## src/rtl/adcc_pkg.sv

```systemverilog
`timescale 1ns / 1ps

package adcc_pkg;

    localparam int CHANNELS  = 8;
    localparam int VOLT_BITS = 12;
    localparam int NUM_W     = VOLT_BITS + 11;
    localparam int DEN_W     = VOLT_BITS + 1;
    localparam int CNT_W     = 10;
    localparam int CFG_IDX_W = 3;

    localparam logic [CNT_W-1:0] CNT_MAX = '1;

    localparam int BIT_ADON = 0;
    localparam int BIT_ADIF = 1;
    localparam int BIT_GO   = 2;

    typedef enum logic [1:0] {
        PH_IDLE = 2'd0,
        PH_ACQ  = 2'd1,
        PH_CONV = 2'd2
    } t_phase;

endpackage

```

## src/rtl/adc_control_and_conversion.sv

```systemverilog
`timescale 1ns / 1ps
// A transaction that needs no division returns its result in the cycle after acceptance.
// A write that starts acquisition, the end of acquisition and the end of conversion run the
// bit-serial divider, one quotient bit per cycle; the result is registered on its done pulse.
// Throughput: one plain tick per cycle while results are taken; none while the divider runs.
// Reset: synchronous, active low; clears control, phase, counters, held samples and results.

module adc_control_and_conversion import adcc_pkg::*; (
    input  logic                 i_clk,
    input  logic                 i_rst_n,
    input  logic                 i_cfg_we,
    input  logic [CFG_IDX_W-1:0] i_cfg_idx,
    input  logic [7:0]           i_cfg_data,
    input  logic                 i_in_valid,
    output logic                 o_in_ready,
    input  logic                 i_mode,
    input  logic [7:0]           i_write_data,
    input  logic [11:0]          i_vin,
    input  logic [11:0]          i_vref_high,
    input  logic [11:0]          i_vref_low,
    output logic                 o_out_valid,
    input  logic                 i_out_ready,
    output logic [7:0]           o_control_value,
    output logic [7:0]           o_result_high,
    output logic [7:0]           o_result_low,
    output logic                 o_irq_pulse,
    output logic [1:0]           o_phase,
    output logic [2:0]           o_selected_channel
);

    localparam logic [CFG_IDX_W-1:0] CFG_EXTRA_CLK  = CFG_IDX_W'(0);
    localparam logic [CFG_IDX_W-1:0] CFG_RIGHT_JUST = CFG_IDX_W'(1);
    localparam logic [CFG_IDX_W-1:0] CFG_RES_BITS   = CFG_IDX_W'(2);
    localparam logic [CFG_IDX_W-1:0] CFG_CPI        = CFG_IDX_W'(3);
    localparam logic [CFG_IDX_W-1:0] CFG_RC_TAD     = CFG_IDX_W'(4);
    localparam logic [CFG_IDX_W-1:0] CFG_FLAG_PIR   = CFG_IDX_W'(5);
    localparam logic [CFG_IDX_W-1:0] CFG_ANALOG     = CFG_IDX_W'(6);

    typedef enum logic {
        ST_READY,
        ST_DIV
    } t_state;

    logic                 r_extra_clk;
    logic                 r_right_just;
    logic [3:0]           r_res_bits;
    logic [2:0]           r_cpi;
    logic [7:0]           r_rc_tad;
    logic                 r_flag_in_pir;
    logic [7:0]           r_analog_mask;

    t_state               r_state;
    logic                 r_out_valid;
    logic                 r_kind_res;
    logic [7:0]           r_ctrl;
    t_phase               r_phase;
    logic [CNT_W-1:0]     r_cnt;
    logic [7:0]           r_tad;
    logic [VOLT_BITS-1:0] r_held_vin;
    logic [VOLT_BITS-1:0] r_held_hi;
    logic [VOLT_BITS-1:0] r_held_lo;
    logic [7:0]           r_res_hi;
    logic [7:0]           r_res_lo;
    logic                 r_irq;

    logic                 w_accept;
    logic                 w_go_rise;
    logic                 w_start_wr;
    logic                 w_acq_end;
    logic                 w_conv_end;
    logic                 w_need_div;
    logic                 w_analog;
    logic [2:0]           w_chan;
    logic [7:0]           w_tad_new;
    logic [CNT_W-1:0]     w_cnt_dec;
    logic [CNT_W-1:0]     w_cnt_sat;
    logic [1:0]           w_off;
    logic [2:0]           w_cpi;
    logic [9:0]           w_scale;
    logic [11:0]          w_tad_bits;
    logic [VOLT_BITS-1:0] w_diff;
    logic [VOLT_BITS-1:0] w_span;
    logic [NUM_W-1:0]     w_shifted;
    logic [NUM_W-1:0]     w_sd;
    logic [NUM_W-1:0]     w_num;
    logic [NUM_W-1:0]     w_dividend;
    logic [DEN_W-1:0]     w_divisor;
    logic [9:0]           w_code;
    logic [NUM_W-1:0]     w_quo;
    logic                 w_div_done;

    function automatic logic [7:0] pick_tad(input logic [1:0] sel, input logic extra,
                                            input logic [7:0] rc);
        logic [7:0] base;
        begin
            base = 8'd2;
            unique case (sel)
                2'd0: base = 8'd2;
                2'd1: base = 8'd8;
                2'd2: base = 8'd32;
                2'd3: base = (rc < 8'd2) ? 8'd2 : rc;
                default: base = 8'd2;
            endcase
            if (sel != 2'd3 && extra) begin
                base = {base[6:0], 1'b0};
            end
            return base;
        end
    endfunction

    always_comb begin
        w_off      = (r_res_bits < 4'd8) ? 2'd0 : ((r_res_bits > 4'd10) ? 2'd2 : r_res_bits[1:0]);
        w_cpi      = (r_cpi == 3'd0) ? 3'd1 : r_cpi;
        unique case (w_off)
            2'd0:    w_scale = 10'h0ff;
            2'd1:    w_scale = 10'h1ff;
            default: w_scale = 10'h3ff;
        endcase

        w_accept   = i_in_valid && o_in_ready;
        w_tad_new  = pick_tad(i_write_data[7:6], r_extra_clk, r_rc_tad);
        w_go_rise  = i_write_data[BIT_GO] && !r_ctrl[BIT_GO];
        w_start_wr = i_mode && i_write_data[BIT_ADON] && w_go_rise;
        w_cnt_dec  = (r_cnt != '0) ? (r_cnt - CNT_W'(1)) : r_cnt;
        w_acq_end  = !i_mode && (r_phase == PH_ACQ) && (w_cnt_dec == '0);
        w_conv_end = !i_mode && (r_phase == PH_CONV) && (w_cnt_dec == '0);
        w_need_div = w_start_wr || w_acq_end || w_conv_end;

        w_chan     = r_ctrl[5:3];
        w_analog   = ({1'b0, w_chan} < 4'(CHANNELS)) && r_analog_mask[w_chan];

        w_tad_bits = {1'b0, r_tad, 3'b000}
                   + (w_off[0] ? {4'b0000, r_tad} : 12'd0)
                   + (w_off[1] ? {3'b000, r_tad, 1'b0} : 12'd0);

        w_diff     = r_held_vin - r_held_lo;
        w_span     = r_held_hi - r_held_lo;
        w_shifted  = NUM_W'(w_diff) << (4'd8 + {2'b00, w_off});
        w_sd       = w_shifted - NUM_W'(w_diff);
        w_num      = {w_sd[NUM_W-2:0], 1'b0} + NUM_W'(w_span);

        priority if (w_conv_end) begin
            w_dividend = w_num;
            w_divisor  = {w_span, 1'b0};
        end else if (w_acq_end) begin
            w_dividend = NUM_W'(w_tad_bits);
            w_divisor  = DEN_W'(w_cpi);
        end else begin
            w_dividend = NUM_W'({w_tad_new, 1'b0});
            w_divisor  = DEN_W'(w_cpi);
        end

        w_cnt_sat  = (|w_quo[NUM_W-1:CNT_W]) ? CNT_MAX : w_quo[CNT_W-1:0];

        priority if (r_held_hi <= r_held_lo || r_held_vin <= r_held_lo) begin
            w_code = 10'd0;
        end else if (r_held_vin >= r_held_hi) begin
            w_code = w_scale;
        end else begin
            w_code = w_quo[9:0];
        end
    end

    adcc_div #(
        .NUM_W (NUM_W),
        .DEN_W (DEN_W)
    ) u_div (
        .i_clk      (i_clk),
        .i_rst_n    (i_rst_n),
        .i_start    (w_accept && w_need_div),
        .i_dividend (w_dividend),
        .i_divisor  (w_divisor),
        .o_done     (w_div_done),
        .o_quotient (w_quo)
    );

    always_ff @(posedge i_clk) begin
        if (!i_rst_n) begin
            r_extra_clk   <= 1'b0;
            r_right_just  <= 1'b0;
            r_res_bits    <= 4'd10;
            r_cpi         <= 3'd4;
            r_rc_tad      <= 8'd6;
            r_flag_in_pir <= 1'b1;
            r_analog_mask <= 8'hff;
        end else if (i_cfg_we) begin
            unique case (i_cfg_idx)
                CFG_EXTRA_CLK:  r_extra_clk   <= i_cfg_data[0];
                CFG_RIGHT_JUST: r_right_just  <= i_cfg_data[0];
                CFG_RES_BITS:   r_res_bits    <= i_cfg_data[3:0];
                CFG_CPI:        r_cpi         <= i_cfg_data[2:0];
                CFG_RC_TAD:     r_rc_tad      <= i_cfg_data;
                CFG_FLAG_PIR:   r_flag_in_pir <= i_cfg_data[0];
                CFG_ANALOG:     r_analog_mask <= i_cfg_data;
                default: ;
            endcase
        end
    end

    always_ff @(posedge i_clk) begin
        if (!i_rst_n) begin
            r_state     <= ST_READY;
            r_out_valid <= 1'b0;
            r_kind_res  <= 1'b0;
            r_ctrl      <= '0;
            r_phase     <= PH_IDLE;
            r_cnt       <= '0;
            r_tad       <= '0;
            r_held_vin  <= '0;
            r_held_hi   <= '0;
            r_held_lo   <= '0;
            r_res_hi    <= '0;
            r_res_lo    <= '0;
            r_irq       <= 1'b0;
        end else begin
            if (i_out_ready) begin
                r_out_valid <= 1'b0;
            end
            unique case (r_state)
                ST_READY: begin
                    if (w_accept) begin
                        r_irq      <= 1'b0;
                        r_kind_res <= w_conv_end;
                        if (w_need_div) begin
                            r_state <= ST_DIV;
                        end else begin
                            r_out_valid <= 1'b1;
                        end
                        if (i_mode) begin
                            r_tad  <= w_tad_new;
                            r_ctrl <= i_write_data;
                            if (!i_write_data[BIT_ADON]) begin
                                r_phase <= PH_IDLE;
                            end else if (w_go_rise) begin
                                r_phase <= PH_ACQ;
                            end
                        end else if (r_phase != PH_IDLE) begin
                            r_cnt <= w_cnt_dec;
                            if (w_acq_end) begin
                                r_held_vin <= w_analog ? i_vin[VOLT_BITS-1:0] : '0;
                                r_held_hi  <= i_vref_high[VOLT_BITS-1:0];
                                r_held_lo  <= i_vref_low[VOLT_BITS-1:0];
                                r_phase    <= PH_CONV;
                            end else if (w_conv_end) begin
                                r_ctrl[BIT_GO] <= 1'b0;
                                if (!r_flag_in_pir) begin
                                    r_ctrl[BIT_ADIF] <= 1'b1;
                                end
                                r_irq   <= 1'b1;
                                r_phase <= PH_IDLE;
                            end
                        end
                    end
                end
                ST_DIV: begin
                    if (w_div_done) begin
                        r_state     <= ST_READY;
                        r_out_valid <= 1'b1;
                        if (!r_kind_res) begin
                            r_cnt <= w_cnt_sat;
                        end else if (w_off == 2'd0) begin
                            r_res_hi <= w_code[7:0];
                        end else if (r_right_just) begin
                            r_res_lo <= w_code[7:0];
                            r_res_hi <= {6'b000000, w_code[9:8]};
                        end else begin
                            r_res_lo <= {w_code[1:0], 6'b000000};
                            r_res_hi <= w_code[9:2];
                        end
                    end
                end
                default: r_state <= ST_READY;
            endcase
        end
    end

    assign o_in_ready         = (r_state == ST_READY) && (!r_out_valid || i_out_ready);
    assign o_out_valid        = r_out_valid;
    assign o_control_value    = r_ctrl;
    assign o_result_high      = r_res_hi;
    assign o_result_low       = r_res_lo;
    assign o_irq_pulse        = r_irq;
    assign o_phase            = r_phase;
    assign o_selected_channel = r_ctrl[5:3];

endmodule

```

## src/rtl/adcc_div.sv

```systemverilog
`timescale 1ns / 1ps

module adcc_div import adcc_pkg::*; #(
    parameter int NUM_W = adcc_pkg::NUM_W,
    parameter int DEN_W = adcc_pkg::DEN_W
) (
    input  logic             i_clk,
    input  logic             i_rst_n,
    input  logic             i_start,
    input  logic [NUM_W-1:0] i_dividend,
    input  logic [DEN_W-1:0] i_divisor,
    output logic             o_done,
    output logic [NUM_W-1:0] o_quotient
);

    localparam int STEP_W = $clog2(NUM_W + 1);

    logic              r_busy;
    logic              r_done;
    logic [STEP_W-1:0] r_step;
    logic [NUM_W-1:0]  r_quo;
    logic [DEN_W-1:0]  r_rem;
    logic [DEN_W-1:0]  r_den;

    logic [DEN_W:0]    w_trial;
    logic [DEN_W:0]    w_diff;
    logic              w_take;

    always_comb begin
        w_trial = {r_rem, r_quo[NUM_W-1]};
        w_take  = (w_trial >= {1'b0, r_den});
        w_diff  = w_trial - {1'b0, r_den};
    end

    always_ff @(posedge i_clk) begin
        if (!i_rst_n) begin
            r_busy <= 1'b0;
            r_done <= 1'b0;
            r_step <= '0;
        end else begin
            r_done <= 1'b0;
            if (i_start) begin
                r_busy <= 1'b1;
                r_step <= STEP_W'(NUM_W);
                r_quo  <= i_dividend;
                r_rem  <= '0;
                r_den  <= i_divisor;
            end else if (r_busy) begin
                r_rem  <= w_take ? w_diff[DEN_W-1:0] : w_trial[DEN_W-1:0];
                r_quo  <= {r_quo[NUM_W-2:0], w_take};
                r_step <= r_step - STEP_W'(1);
                if (r_step == STEP_W'(1)) begin
                    r_busy <= 1'b0;
                    r_done <= 1'b1;
                end
            end
        end
    end

    assign o_done     = r_done;
    assign o_quotient = r_quo;

endmodule

```

## config.mk

```make
export PLATFORM = sky130hd
export DESIGN_NAME = adc_control_and_conversion
export DESIGN_NICKNAME = d
export VERILOG_FILES = /design/src/rtl/adcc_pkg.sv /design/src/rtl/adc_control_and_conversion.sv /design/src/rtl/adcc_div.sv
export SDC_FILE = /design/constraint.sdc
export NUM_CORES = 1
export LEC_CHECK = 0
export BUFFER_PORTS_ARGS = -buffer_cell sky130_fd_sc_hd__buf_2
export CORE_MARGIN = 4
export CORE_UTILIZATION = 48
export DETAILED_ROUTE_END_ITERATION = 7
export PLACE_DENSITY_LB_ADDON = 0.3
export SYNTH_ARGS = -nofsm -noshare
export SYNTH_HDL_FRONTEND = slang
export SYNTH_SLANG_ARGS = --single-unit
```

## constraint.sdc

```tcl
create_clock -name i_clk -period 10.96 [get_ports i_clk]
set_input_delay 1.644 -clock i_clk [delete_from_list [all_inputs] [get_ports i_clk]]
set_output_delay 1.644 -clock i_clk [all_outputs]
set_load 0.05 [all_outputs]
```

# == After elaboration in Yosys (flattened, before gate mapping) ==
# Index checks and enable logic that the tools add are counted.
# word_totals
in_bits,61
reg_bits,166
out_inout_bits,32
wordCells,189
# classes
n_eq_ne,22
n_lt_le_gt_ge,8
n_mux,62
addsub,10
bitwise_logic,5
shift,1
n_reduce_logical,50
# ops
cell,n
$mux 10,9
$mux 23,3
$mux 8,6
$pmux 10 s2,2
$pmux 8 s4,1
$mux 13,2
$le 12x12->1,2
$mux 12,2
$mux 2,12
$sub 12x12->12,2
$add 23x12->23,1
$shl 12x4->22,1
$sub 22x12->22,1
$reduce_and 2->1,10
$reduce_and 5->1,4
$mux 1,17
$ge 14x13->1,1
$ne 2x2->1 const B,7
$reduce_or 13->1,1
$sub 13x13->13,1
$add 11x8->12,1
$add 12x9->12,1
$ge 12x12->1,1
$logic_and 1x1->1,11
other kinds (34),59

# == Depth between registers and ports, before layout ==
# logic_depth
ltp_word,9
mapped_depth,22
mapped_depth_nobuf,22

# == Modules after synthesis ==
# From an unflattened synthesis, not the netlist that was laid out.
# hier_totals
hier_cells,1350
area_unflattened_um2,11544.8
# by_module_without_submodules
mod,cells_per_inst,n_inst,seq_area_each_um2,area_each_um2
adc_control_and_conversion,1113,1,2202.1,8577.0
adcc_div,237,1,1611.5,2967.8

# == Worst setup path after synthesis ==
# No wires, ideal clock.
# synth_path
path_kind,register to register
start,reg r_held_vin[0]
end,"reg u_div.r_quo[20], in the netlist u_div.o_quotient[20] (data pin)"
n_path_buf,0
synth_period_minus_slack_ns,4.841
arrival_time_ns,4.584
setup_ns,0.257
t_required_ns,10.703
path_stages_with_launch,21
slack_ns,6.119
cell_sequence,dfxtp_1 -> inv_1 -> ha_1 -> inv_1 -> fa_1 -> a211oi_2 -> o211ai_1 -> a221oi_1 -> inv_1 -> ha_1 -> nor4b_1 -> a31oi_1 -> xnor2_1 -> ha_1 -> nand3_1 -> a41oi_1 -> a21boi_0 -> and2_1 -> nand4_1 -> xnor2_1 -> a32o_1
# synth_via
elab_chain_len,6
# synth_lines
item,line_no,source
start: declaration,adc_control_and_conversion.sv:59,logic [VOLT_BITS-1:0] r_held_vin;
start signal: assignment,adc_control_and_conversion.sv:240,r_held_vin <= w_analog ? i_vin[VOLT_BITS-1:0] : '0;
$sub 12x12->12 *,adc_control_and_conversion.sv:136,w_diff = r_held_vin - r_held_lo;
$shl 12x4->22,adc_control_and_conversion.sv:138,"w_shifted = NUM_W'(w_diff) << (4'd8 + {2'b00, w_off});"
$sub 22x12->22 *,adc_control_and_conversion.sv:139,w_sd = w_shifted - NUM_W'(w_diff);
$add 23x12->23 *,adc_control_and_conversion.sv:140,"w_num = {w_sd[NUM_W-2:0], 1'b0} + NUM_W'(w_span);"
$mux 23 *,adc_control_and_conversion.sv:142,priority if (w_conv_end) begin
$mux 23 *,adcc_div.sv:42,if (i_start) begin
end signal: assignment,adcc_div.sv:45,r_quo <= i_dividend;
end signal: assignment,adcc_div.sv:50,"r_quo <= {r_quo[NUM_W-2:0], w_take};"
end: declaration,adcc_div.sv:21,logic [NUM_W-1:0] r_quo;
# Every way passes the cells marked *; elsewhere a longest branch is shown, timed or not.
# A chain may end at the register's enable or synchronous reset.

# == Worst setup path after layout ==
# Same ends and word-level chain as after synthesis.

==> flow_summary_export.csv <==
group,metric,value,unit
timing,max_freq,179,MHz
power_and_ir_drop,p_per_area,129,nW/um^2
logic_synthesis,postSynthAreaPerCell,8.51,um^2
placed_design,dp_hpwl,23.4,mm
floorplanning,die_height,166,um
global_routing,antenna_found_initial,0,
global_routing,grt_first_pass_wirelength,49.8,mm
setup_path,cp_top_family,"compound AO/OA/AOI/OAI gates",
timing,finalCritPeriodShare,51.0,%
global_routing,first_global_vias,9905,
logic_synthesis,synth_seq_cells,166,
drt,num_vias,10217,
clock_network,cts_tree,"done",
setup_path,criticalPathCategory,"flop to flop",
floorplanning,num_rows,57,
cells_and_area,fillers,2283,
global_routing,grt-ovfl-total,0,
global_routing,grt_max_degree,62,
setup_path,worst_ep_arrival_time,5.77,ns
cells_and_area,drive_above_1_share,12.2,%
setup_path,path_buf_inv,3,
floorplanning,core,24400,um^2
placed_design,port_buffers,92,
floorplanning,io_pins,93,
global_routing,met3_usage,3.93,%
timing,grt_setup_unrepaired,"false",
logic_synthesis,synth_xor_area_share,4.99,%
timing,hold_violations,0,
logic_synthesis,synth_top_family_by_area,"simple AND/OR/NAND/NOR gates",
clock_network,htreeDepth,4,
min_path,hp-class,"flop to flop",
cells_and_area,final_core_util,54.0,%
setup_path,end_kind,"flop",
clock_network,cts_setup_buffers,0,
drt,drt_iter0_markers,720,
logic_synthesis,synth-compound-area-share,20.8,%
drt,routed_via_density,5.69,
logic_synthesis,synth_ff_type,"dfxtp_1",
timing,maxSlewViolCount,0,
setup_path,worstPathCellList,"inv_1 > ha_1 > inv_1 > fa_1 > a211oi_2 > o211ai_1 > a221oi_1 > inv_1 > ha_1 > nor4b_1 > a31oi_1 > xnor2_1 > ha_1 > nand3_1 > a41oi_1 > a21boi_0 > and2_1 > nand4_1 > xnor2_1 > a32o_1",
timing,tightest_slew,1.05,ns
logic_synthesis,synth-edff-count,49,
drt,postRouteAntennaNets,0,
timing,tns,0,ns
clock_network,cts_resized,0,
clock_network,cts.sinks,166,
power_and_ir_drop,power.leakage,0.00568,uW
floorplanning,die_x,166,um
global_routing,groute.usage.overall,21.6,%
cells_and_area,nNetsFinal,1607,
logic_synthesis,async_flop_share,0,%
global_routing,gr-usage-met2,35.0,%
setup_path,start_kind,"flop",
logic_synthesis,synthMuxAreaShare,5.46,%
cells_and_area,antenna_cells,0,
timing,period_minus_slack,5.59,ns
logic_synthesis,ys_warn_count,0,
cells_and_area,syn_to_final_growth,10.3,%
global_routing,gr-usage-met1,29.7,%
placed_design,gp_routability_congestion,0.907,
cells_and_area,layout_common_cells,"173 x nand2_1, 117 x dfxtp_1, 92 x buf_2",
power_and_ir_drop,peakVddDrop,0.0000867,V
drt,drcViolationCount,0,
run,max_cap_violations,0,
power_and_ir_drop,p_total,1690,uW
logic_synthesis,postSynthCellCount,1402,
logic_synthesis,synthesis.area,11900,um^2
floorplanning,start_util,48.9,%
setup_path,critPathSlowestCell,"a221oi_1",
logic_synthesis,yosysSeqAreaShare,31.9,%
logic_synthesis,synth_nets,1551,
clock_network,clockRootBuffer,"clkbuf_16",
setup_path,critPathRequiredTime,11.15,ns
timing,clock_skew,0.0172,ns
clock_network,clkTransAtPathRegs,0.07,ns
cells_and_area,fin_area,13200,um^2
clock_network,cts-hold-fix-buffers,0,
run_status,status,"complete, no violations",
global_routing,top_usage_layer,"met2",
clock_network,cts_buffers,17,
drt,wl_per_cell,17.0,um
clock_network,cts_max_path_buffers,2,
timing,slew_headroom,27.9,%
logic_synthesis,synthSimpleGateAreaFrac,21.9,%
logic_synthesis,ys_types,84,
clock_network,clock_latency,0.44,ns
setup_path,crit_fanout,6,
setup_path,cp_slowest_stage_delay,0.52,ns
timing,setup_viol,0,
drt,drtPass1Iterations,6,
floorplanning,dieArea,27500,um^2
logic_synthesis,synth_adder_area_share,9.85,%
drt,wl,30.6,mm
cells_and_area,final_common_cell,"nand2_1",
placed_design,place_area,12600,um^2
[synthesized netlist by cell type, types with 13 or more instances]
cell type	instances	share of area (%)
a21boi_0	34	2.1
a21o_1	23	1.4
a21oi_1	82	3.4
and2_1	34	1.8
and3_1	13	0.68
clkbuf_1	45	1.4
dfxtp_1	117	20
edfxtp_1	49	12
ha_1	78	8.2
inv_1	75	2.4
mux2i_1	55	4.6
nand2_1	174	5.5
nand2b_1	22	1.2
nand3_1	26	1.1
nand4_1	21	1.1
nor2_1	81	2.5
nor2b_1	61	3.2
nor3_1	20	0.84
nor3b_1	18	1.1
o21ai_0	72	3.0
xnor2_1	43	3.2
xor2_1	25	1.8
[stage by stage]
stage / instances / setup WS (ns) / hold WS (ns)
after floorplan: 1402 / 6.12 / 0.435
after global routing: 1795 / 4.89 / 0.500
after detailed placement: 1763 / 5.42 / 0.455
after CTS: 1795 / 5.41 / 0.473
after global placement: 1763 / 5.64 / 0.448
final: 1795 / 5.37 / 0.468
[layout make-up]
| class | count | area, um^2 | area share (%) |
|---|---|---|---|
| Multi-Input combinational cell | 1094 | 7530 | 57.2 |
| Sequential cell | 166 | 3810 | 29.0 |
| Timing Repair Buffer | 104 | 551 | 4.18 |
| Clock buffer | 17 | 425 | 3.23 |
| Tap cell | 324 | 405 | 3.08 |
| Inverter | 75 | 282 | 2.14 |
| Clock inverter | 15 | 155 | 1.18 |
[path summary, 6_finish.rpt]
path	startpoint	end	slack [ns]	depth (start not counted)
setup / recovery	r_held_vin[0]$_SDFFE_PN0P_	u_div.o_quotient[20]$_DFFE_PP_	5.37	20
hold / removal	o_control_value[0]$_SDFFE_PN0P_	o_control_value[0]$_SDFFE_PN0P_	0.47	2
setup reg to reg	r_held_vin[0]$_SDFFE_PN0P_	u_div.o_quotient[20]$_DFFE_PP_	5.37	20
hold reg to reg	o_control_value[0]$_SDFFE_PN0P_	o_control_value[0]$_SDFFE_PN0P_	0.47	2
[worst min-delay path, delay by kind of cell (launching register included)]
family / cells / cell delay (ns)
AO/OA/AOI/OAI: 1 / 0.07
flip-flops: 1 / 0.31
AND/OR/NAND/NOR: 1 / 0.04
[state kept, by name (all words and copies together) (netlist names), 8 cells and up]
name	flops
r_cnt	10
r_tad	8
r_held_lo	12
u_div.r_den	13
r_held_vin	12
o_result_low	8
u_div.r_rem	13
o_result_high	8
u_div.o_quotient	23
r_held_hi	12
r_rc_tad	8
o_control_value	8
r_analog_mask	8
[where the power goes]
part | internal (uW) | leakage [uW] | total (uW) | switching (uW)
registers | 651 | 0.00138 | 667 | 15.5
clock network | 305 | 0.000283 | 593 | 288
logic | 169 | 0.00402 | 433 | 264
total | 1130 | 0.00568 | 1690 | 568
[cell families after synthesis]
family,count (synthesis)
simple gates,514
compound gates,362
flops,166
buf+inv,142
fa+ha+maj,88
xor+xnor,68
mux,62
[per-layer routing]
layer | share of wire, % | wire length [um] | up-vias
met5 | 0 | 0 | -
met4 | 2.0 | 613 | 0
met3 | 5.7 | 1740 | 39
met2 | 46 | 14000 | 248
met1 | 47 | 14300 | 4791
li1 | - | - | 5139
(Power assumes the default switching activity.)
